$ cat config.mk
export PLATFORM = sky130hd
export DESIGN_NAME = vigenere_70_symbol_cipher
export DESIGN_NICKNAME = d
export VERILOG_FILES = /design/src/hw/rtl/vig70_pkg.sv /design/src/hw/rtl/vig70_rotate.sv /design/src/hw/rtl/vigenere_70_symbol_cipher.sv
export VERILOG_INCLUDE_DIRS = /design/src /design/src/hw/rtl
export SDC_FILE = /design/constraint.sdc
export NUM_CORES = 2
export LEC_CHECK = 0
export ABC_AREA = 1
export BUFFER_PORTS_ARGS = -buffer_cell sky130_fd_sc_hd__buf_2
export CAP_MARGIN = 5
export CORE_MARGIN = 1.5
export CORE_UTILIZATION = 30
export CTS_CLUSTER_DIAMETER = 120
export CTS_CLUSTER_SIZE = 24
export DETAILED_ROUTE_END_ITERATION = 7
export PLACE_DENSITY_LB_ADDON = 0.3
export REMOVE_ABC_BUFFERS = 1
export SYNTH_ARGS = -nofsm -noshare
export SYNTH_HDL_FRONTEND = slang
export SYNTH_SLANG_ARGS = --single-unit
$ cat constraint.sdc
create_clock -name i_clk -period 28.5 [get_ports i_clk]
set_clock_uncertainty 0.05 [all_clocks]
set_input_delay 4.275 -clock i_clk [delete_from_list [all_inputs] [get_ports i_clk]]
set_output_delay 4.275 -clock i_clk [all_outputs]
set_load 0.02 [all_outputs]
$ cat src/hw/rtl/vigenere_70_symbol_cipher_macros.svh
// ---------------------------------------------------------------------------
// Assertion macros
// Clocked, reset-qualified assertion forms shared by the cipher RTL.
// ---------------------------------------------------------------------------
`ifndef VIGENERE_70_SYMBOL_CIPHER_MACROS_SVH
`define VIGENERE_70_SYMBOL_CIPHER_MACROS_SVH

// Same-cycle implication.
`define VIG70_ASSERT_NOW(lbl, ante, cons, msg) \
    lbl: assert property (@(posedge i_clk) disable iff (!i_rst_n) \
        (ante) |-> (cons)) else $error(msg);

// Next-cycle implication.
`define VIG70_ASSERT_NEXT(lbl, ante, cons, msg) \
    lbl: assert property (@(posedge i_clk) disable iff (!i_rst_n) \
        (ante) |=> (cons)) else $error(msg);

`endif

$ cat src/hw/rtl/vig70_pkg.sv
// ---------------------------------------------------------------------------
// vig70_pkg
// Alphabet ROM, lookup functions, types and codes of the 70-symbol cipher.
// ---------------------------------------------------------------------------
package vig70_pkg;

    localparam int ALPHA_SIZE = 70;
    localparam int CHAR_W     = 16;
    localparam int IDX_W      = 7;
    localparam int LEN_W      = 9;
    localparam int CFG_IDX_W  = 1;

    typedef logic [CHAR_W-1:0] t_char;
    typedef logic [IDX_W-1:0]  t_idx;

    localparam logic [CFG_IDX_W-1:0] CFG_DIRECTION  = 1'b0;
    localparam logic [CFG_IDX_W-1:0] CFG_KEY_LENGTH = 1'b1;

    localparam logic FUNC_KEY_WRITE = 1'b0;
    localparam logic FUNC_DATA      = 1'b1;

    typedef struct packed {
        t_idx idx;
        t_idx shift;
        logic decrypt;
    } t_rot_req;

    localparam t_char ALPHA_ROM [ALPHA_SIZE] = '{
        16'h0041, 16'h2022, 16'h0042, 16'h0043, 16'h2206,
        16'h0044, 16'h0045, 16'h00A0, 16'h0046, 16'h0047,
        16'h0048, 16'h0049, 16'h004A, 16'h004B, 16'h004C,
        16'h00A3, 16'h004D, 16'h004E, 16'h2014, 16'h004F,
        16'h201D, 16'h0050, 16'h0051, 16'h0052, 16'h0053,
        16'h00E5, 16'h0054, 16'h0055, 16'h0056, 16'h0057,
        16'h0058, 16'h0059, 16'h005A, 16'h00E8, 16'h00D8,
        16'h0061, 16'h03C0, 16'h0062, 16'h0063, 16'h00CA,
        16'h0064, 16'h0065, 16'h00CD, 16'h0066, 16'h0067,
        16'h0068, 16'h0069, 16'h006A, 16'h006B, 16'h006C,
        16'h2265, 16'h006D, 16'h006E, 16'h00D2, 16'h006F,
        16'h00DB, 16'h0070, 16'h0071, 16'h0072, 16'h0073,
        16'h00FA, 16'h0074, 16'h0075, 16'h0076, 16'h0077,
        16'h0078, 16'h0079, 16'h007A, 16'h00FC, 16'h00F8
    };

    // Index of c in the alphabet, ALPHA_SIZE when absent.
    function automatic t_idx alpha_find(t_char c);
        t_idx res;
        res = IDX_W'(ALPHA_SIZE);
        for (int i = ALPHA_SIZE - 1; i >= 0; i--) begin
            if (ALPHA_ROM[i] == c) begin
                res = IDX_W'(i);
            end
        end
        return res;
    endfunction

    function automatic t_char alpha_char(t_idx idx);
        t_char res;
        res = '0;
        for (int i = 0; i < ALPHA_SIZE; i++) begin
            if (idx == IDX_W'(i)) begin
                res = ALPHA_ROM[i];
            end
        end
        return res;
    endfunction

endpackage

$ cat src/hw/rtl/vig70_rotate.sv
// ---------------------------------------------------------------------------
// vig70_rotate
// Modulo-70 shift of an alphabet index and mapping back to a character.
// ---------------------------------------------------------------------------
module vig70_rotate (
    input  vig70_pkg::t_rot_req i_req,
    output vig70_pkg::t_char    o_char,
    output logic                o_hit
);

    localparam logic [7:0] SIZE8 = 8'(vig70_pkg::ALPHA_SIZE);

    logic [7:0]      sum;
    vig70_pkg::t_idx wrapped;

    always_comb begin
        if (i_req.decrypt) begin
            sum = {1'b0, i_req.idx} + SIZE8 - {1'b0, i_req.shift};
        end else begin
            sum = {1'b0, i_req.idx} + {1'b0, i_req.shift};
        end
        wrapped = (sum >= SIZE8) ? vig70_pkg::IDX_W'(sum - SIZE8)
                                 : vig70_pkg::IDX_W'(sum);
    end

    assign o_hit  = (i_req.idx < vig70_pkg::IDX_W'(vig70_pkg::ALPHA_SIZE));
    assign o_char = vig70_pkg::alpha_char(wrapped);

endmodule

$ cat src/hw/rtl/vigenere_70_symbol_cipher.sv
// ---------------------------------------------------------------------------
// vigenere_70_symbol_cipher
// Vigenere cipher over a fixed 70-symbol alphabet of 16-bit characters.
// ---------------------------------------------------------------------------
// Takes one beat per clock unless the output stalls and returns one result
// per data beat (key-store read and input register, then rotate and alphabet
// lookup into the output register); key writes produce no result. The key
// store is a one-port-write, one-port-read synchronous memory of KEY_DEPTH
// 7-bit shifts, written at acceptance of a key beat and read at acceptance of
// a data beat, so any mix of the two keeps that rate. Input tuser selects the
// beat type (0 key write, 1 data); tlast on a data beat closes a buffer and
// resets the key position. Unwritten key entries read as garbage.
`include "vigenere_70_symbol_cipher_macros.svh"

module vigenere_70_symbol_cipher #(
    parameter int KEY_DEPTH = 256
) (
    input  logic        i_clk,
    input  logic        i_rst_n,
    input  logic        i_cfg_we,
    input  logic [vig70_pkg::CFG_IDX_W-1:0] i_cfg_idx,
    input  logic [vig70_pkg::LEN_W-1:0]     i_cfg_data,
    input  logic        s_axis_tvalid,
    output logic        s_axis_tready,
    input  logic [23:0] s_axis_tdata,  // [7:0] key_slot, [23:8] char_value
    input  logic        s_axis_tuser,  // func
    input  logic        s_axis_tlast,  // buffer_end
    output logic        m_axis_tvalid,
    input  logic        m_axis_tready,
    output logic [15:0] m_axis_tdata,  // [15:0] char_out
    output logic        m_axis_tuser   // in_alphabet
);

    localparam int AW = (KEY_DEPTH > 1) ? $clog2(KEY_DEPTH) : 1;
    localparam int PW = (KEY_DEPTH >= 512) ? vig70_pkg::LEN_W : AW;
    localparam int LW = vig70_pkg::LEN_W;

    logic                       r_dir;
    logic [LW-1:0]              r_len;
    logic [PW-1:0]              r_pos;
    logic [PW-1:0]              n_pos;
    logic [vig70_pkg::IDX_W-1:0] r_key_mem [KEY_DEPTH];
    vig70_pkg::t_idx            r_shift;
    logic                       r_s1v;
    vig70_pkg::t_idx            r_s1_idx;
    vig70_pkg::t_char           r_s1_ch;
    logic                       r_ov;
    vig70_pkg::t_char           r_och;
    logic                       r_ohit;

    logic                       acc;
    logic                       acc_key;
    logic                       acc_data;
    logic                       out_en;
    logic                       slot_ok;
    logic [LW-1:0]              eff_len;
    logic [PW-1:0]              pos_eff;
    logic [LW-1:0]              pos_inc;
    vig70_pkg::t_char           in_ch;
    vig70_pkg::t_idx            in_idx;
    vig70_pkg::t_rot_req        rot_req;
    vig70_pkg::t_char           rot_char;
    logic                       rot_hit;

    assign in_ch    = s_axis_tdata[23:8];
    assign in_idx   = vig70_pkg::alpha_find(in_ch);
    assign out_en   = !r_ov || m_axis_tready;
    assign s_axis_tready = i_rst_n && (!r_s1v || out_en);
    assign acc      = s_axis_tvalid && s_axis_tready;
    assign acc_key  = acc && (s_axis_tuser == vig70_pkg::FUNC_KEY_WRITE);
    assign acc_data = acc && (s_axis_tuser == vig70_pkg::FUNC_DATA);
    assign slot_ok  = (32'(s_axis_tdata[7:0]) < 32'(KEY_DEPTH));

    always_comb begin
        if (r_len == '0) begin
            eff_len = LW'(1);
        end else if (32'(r_len) > 32'(KEY_DEPTH)) begin
            eff_len = LW'(KEY_DEPTH);
        end else begin
            eff_len = r_len;
        end
        pos_eff = (LW'(r_pos) >= eff_len) ? '0 : r_pos;
        pos_inc = LW'(pos_eff) + LW'(1);
        if (pos_inc >= eff_len || s_axis_tlast) begin
            n_pos = '0;
        end else begin
            n_pos = PW'(pos_inc);
        end
    end

    // config
    always_ff @(posedge i_clk) begin
        if (!i_rst_n) begin
            r_dir <= 1'b0;
            r_len <= LW'(1);
        end else if (i_cfg_we) begin
            unique case (i_cfg_idx)
                vig70_pkg::CFG_DIRECTION:  r_dir <= i_cfg_data[0];
                vig70_pkg::CFG_KEY_LENGTH: r_len <= i_cfg_data;
            endcase
        end
    end

    // key store
    always_ff @(posedge i_clk) begin
        if (acc_key && slot_ok) begin
            r_key_mem[AW'(s_axis_tdata[7:0])] <=
                (in_idx < vig70_pkg::IDX_W'(vig70_pkg::ALPHA_SIZE)) ? in_idx : '0;
        end
        if (acc_data) begin
            r_shift <= r_key_mem[AW'(pos_eff)];
        end
    end

    always_ff @(posedge i_clk) begin
        if (!i_rst_n) begin
            r_pos <= '0;
            r_s1v <= 1'b0;
            r_ov  <= 1'b0;
        end else begin
            if (acc_data) begin
                r_pos <= n_pos;
            end
            if (s_axis_tready) begin
                r_s1v <= acc_data;
            end
            if (out_en) begin
                r_ov <= r_s1v;
            end
        end
    end

    always_ff @(posedge i_clk) begin
        if (acc_data) begin
            r_s1_idx <= in_idx;
            r_s1_ch  <= in_ch;
        end
        if (out_en && r_s1v) begin
            r_och  <= rot_hit ? rot_char : r_s1_ch;
            r_ohit <= rot_hit;
        end
    end

    assign rot_req.idx     = r_s1_idx;
    assign rot_req.shift   = r_shift;
    assign rot_req.decrypt = r_dir;

    vig70_rotate u_rotate (
        .i_req  (rot_req),
        .o_char (rot_char),
        .o_hit  (rot_hit)
    );

    assign m_axis_tvalid = r_ov;
    assign m_axis_tdata  = r_och;
    assign m_axis_tuser  = r_ohit;

    `VIG70_ASSERT_NEXT(a_data_enters_s1, acc_data, r_s1v, "data beat lost before stage 1")
    `VIG70_ASSERT_NEXT(a_key_no_result, acc_key, !r_s1v, "key write produced a result")
    `VIG70_ASSERT_NEXT(a_buffer_end_pos, acc_data && s_axis_tlast, r_pos == '0,
        "key position not cleared at buffer end")
    `VIG70_ASSERT_NEXT(a_result_held, r_ov && !m_axis_tready, r_ov, "stalled result dropped")
    `VIG70_ASSERT_NOW(a_miss_passthru, r_ov && !r_ohit,
        vig70_pkg::alpha_find(r_och) == vig70_pkg::IDX_W'(vig70_pkg::ALPHA_SIZE),
        "pass-through result found in the alphabet")

endmodule

==> metrics.md <==
| Metric | Value |
|---|---|
| Status | `complete, no violations` |
| Unrepaired setup endpoints after global routing | `false` |
| Layout cell share with drive strength beyond 1 | `5.77%` |
| Hold WC Path Type | `flip-flop to flip-flop` |
| RD Place Congestion | `0.841` |
| Num ports | `60` |
| Crit Path Max Fanout | `74` |
| Post-Syn Instances | `6154` |
| Via count | `49794` |
| RR Startpoint | `r_len[4]` |
| Core area | `257000 um^2` |
| Wire per inst | `23.0 um` |
| Residual DRC count | `0` |
| Worst setup path category | `input port to flip-flop` |
| CTS Buf Count | `89` |
| Post-route cell area | `83900 um^2` |
| CP bufs+invs | `7` |
| Final ANT Viol Nets | `0` |
| CTS root buf | `clkbuf_16` |
| Async SR Flop Fraction | `0%` |
| Avg Synthesized Cell Area | `12.6 um^2` |
| Overall Global Routing Usage | `15.9%` |
| Post-Place Cell Area | `81500 um^2` |
| Starting Density | `30.2%` |
| Power per cell area | `54.3 nW/um^2` |
| Synth top area share | `71.0%` |
| Mux contribution to synthesized area | `0%` |
| Detailed Route WL | `215000 um` |
| Worst Min Path Start | `r_pos[0]` |
| Largest net degree at the start of global routing | `226` |
| H-tree Lvls | `3` |
| Most common cell on crit path | `buf_4` |
| Slowest stage delay, CP | `790 ps` |
| Max-cap violations | `0` |
| TritonCTS clock tree | `yes` |
| Die Width | `512 um` |
| Syn Std Cell Area | `77700 um^2` |
| Worst-skew pair later-pin latency | `790 ps` |
| Synth top area cells | `edfxtp_1 71%, nor2_1 7.5%, o21ai_0 3.1%` |
| Fmax | `109 MHz` |
| Period utilisation layout | `32.1%` |
| Slew headroom | `21.4%` |
| Setup crit start kind | `input port` |
| Worst endpoint data arrival time | `9570 ps` |
| Reg clk slew, reported paths | `90 ps` |
| # resized after CTS | `0` |
| Crit-path leading delay family | `buffers and inverters` |
| Total Power | `0.00456 W` |
| Number of setup buffers added after CTS | `0` |
| Final count of hold timing violations | `0` |
| Maximum clock insertion buffer count | `3` |
| Setup TNS | `0 ps` |
| Netlist cell types | `58` |
| Fin nets | `6031` |
| Most common flop cell mapped by yosys | `edfxtp_1` |
| CTS sink cnt | `1859` |
| Die height | `512 um` |
| Fraction of the mapped netlist area in compound gates | `13.3%` |
| Fin worst setup slack | `19340 ps` |
| Vias in the first global route | `47266` |
| Port buffer count | `59` |
| Yosys top cell by area | `edfxtp_1` |
| Critical-path top delay cell | `buf_4` |
| WP data required | `28910 ps` |
| Post-CTS Hold Fix Bufs | `0` |
| 1st-iter DRT viols | `5216` |
| LEAKAGE | `20.8 nW` |
| Final setup fails | `0` |
| Largest family of logic cells by synthesized area | `compound AO/OA/AOI/OAI gates` |
| Critical path, cell by cell | `buf_2 -> nor2_1 -> nand2_1 -> nor2_1 -> buf_4 -> clkinv_1 -> nor3_1 -> inv_1 -> o211ai_1 -> nor4_1 -> nand3_4 -> buf_4 -> buf_4 -> buf_4` |
| Synth Area in Adders | `0.653%` |
| Pre-CTS setup slack | `18510 ps` |
| Synthesized flop and latch total | `1859` |
| Rows | `186` |
| Measured slew at the worst slew-check pin | `1170 ps` |
| Post-Synth Simple-Gate Area | `11.4%` |
| Grt ovf | `0` |
| Antenna violations before repair | `9` |
| Worst hold slack | `435 ps` |
| Register area share after synthesis | `71.5%` |
| Crit path launch | `s_axis_tdata[19]` |
| 1st-pass router iterations | `6` |
| Final HPWL DP | `122000 um` |
| Post-synth EDFFs | `1839` |
| Xor and xnor area share after synthesis | `0.0676%` |
| P&R area growth vs syn | `7.94%` |
| Worst vdd ir | `0.0000529 V` |
| Drt via density | `5.33` |
| Synth Warn # | `0` |
| Final Max Tran Viols | `0` |
| First-pass GRT wire length | `320000 um` |
| Die ar. | `262000 um^2` |
| Critical Path Sink Type | `flip-flop` |
| Post-route minimum period | `9160 ps` |
[cells in the mapped netlist (5+ instances only)]
cell      instances
o311ai_0        164
o21bai_1        225
o21ai_0         482
nand4_1          95
nand3_1         224
nand2_1         199
a21oi_1          38
buf_1            32
buf_2            16
o311ai_1         61
nor4_1           15
edfxtp_1       1839
nor3_1           33
clkinv_1          7
clkbuf_1        385
nand2_2          19
ha_1             39
a31oi_1           7
nand2_4           5
o32ai_1         227
inv_1           146
nor2_2            7
inv_2            24
nor2_1         1548
dfxtp_1          20
o21ai_1          16
o211ai_1        226
[kinds of logic (layout without fill, tap and decap cells)]
logic type	count (synthesis)	in the layout
adders and majority gates	40	40
DFF	1859	1859
AOI/OAI and AO/OA	1474	1474
xor gates and xnor gates	6	6
and+or+nand+nor	2160	2160
buffers and inverters	615	422
other	0	2
[report_power, final]
group          switching, W  leakage [nW]  total (W)  internal (W)
Combinational      0.000115          6.70   0.000148     0.0000325
Clock              0.000870          1.19    0.00144      0.000574
Sequential       0.00000221          12.9    0.00296       0.00296
[state kept, by name, indices dropped and copies added (netlist names)]
| name | count |
|---|---|
| r_key_mem | 1792 |
| m_axis_tdata | 16 |
| r_dir | 1 |
| r_s1_idx | 7 |
| r_s1v | 1 |
| m_axis_tuser | 1 |
| r_s1_ch | 16 |
| r_len | 9 |
| r_pos | 8 |
| m_axis_tvalid | 1 |
| r_shift | 7 |
[stage by stage]
step           utilization [%]  cells
6_report                  32.6   9347
5_1_grt                   32.6   9346
4_1_cts                   32.6   9345
3_5_place_dp              31.7   9243
3_3_place_gp              31.7   9243
2_1_floorplan                -   5716
[cell type report]
cell class / count / area [um^2]
fillers: 25327 / 173000
well taps: 3384 / 4230
flip-flops and latches: 1859 / 55600
diodes: 2 / 5.00
clock inverters: 13 / 196
multi-input cells: 3680 / 19900
clock buffers: 89 / 2230
inverters: 177 / 674
repair buffers: 143 / 1050
[cell usage in the layout, fill, tap and decap left out, types with 59 or more instances in the layout]
cell type,synthesis,layout
edfxtp_1,1839,1839
nor2_1,1548,1542
o21ai_0,482,482
o32ai_1,227,227
o211ai_1,226,226
o21bai_1,225,225
nand3_1,224,223
nand2_1,199,179
o311ai_0,164,164
inv_1,146,146
nand4_1,95,95
clkbuf_16,0,89
buf_4,4,74
o311ai_1,61,61
buf_2,16,59
[worst paths after layout]
kind | to | slack (ps) | depth (start not counted)
hold / removal | r_pos[0] | 440 | 2
setup / recovery | r_key_mem[84][4] | 19340 | 14
setup reg to reg | r_shift[0] | 20390 | 25
hold reg to reg | r_pos[0] | 440 | 2
[worst register-to-register path, cell delays in order (launching register included)]
cell and delay, ps:
dfxtp_1 340, nor4_1 280, nand2_1 80, inv_1 70, nor2_1 50, inv_1 150
nand2_1 150, ha_1 340, a21oi_1 160, o21ai_1 80, a221oi_1 240, nand3_1 440
nor2_4 270, buf_12 510, buf_4 1190, buf_4 850, buf_4 760, o21ai_0 290
o21bai_1 200, o311ai_0 110, o211ai_1 220, nand3_1 250, nand3_1 150, nand3_1 320
nand3_1 220, nand2_1 210
[layer usage]
layer | vias to the layer above | global-route usage [%] | part of all wire [%]
met1 | 25292 | 23.0 | 45
met5 | - | 0 | 0
li1 | 22591 | - | -
met4 | 0 | 4.30 | 2.6
met2 | 1669 | 24.9 | 46
met3 | 242 | 2.33 | 6.5
No activity file was read; power rests on OpenSTA's default activity.
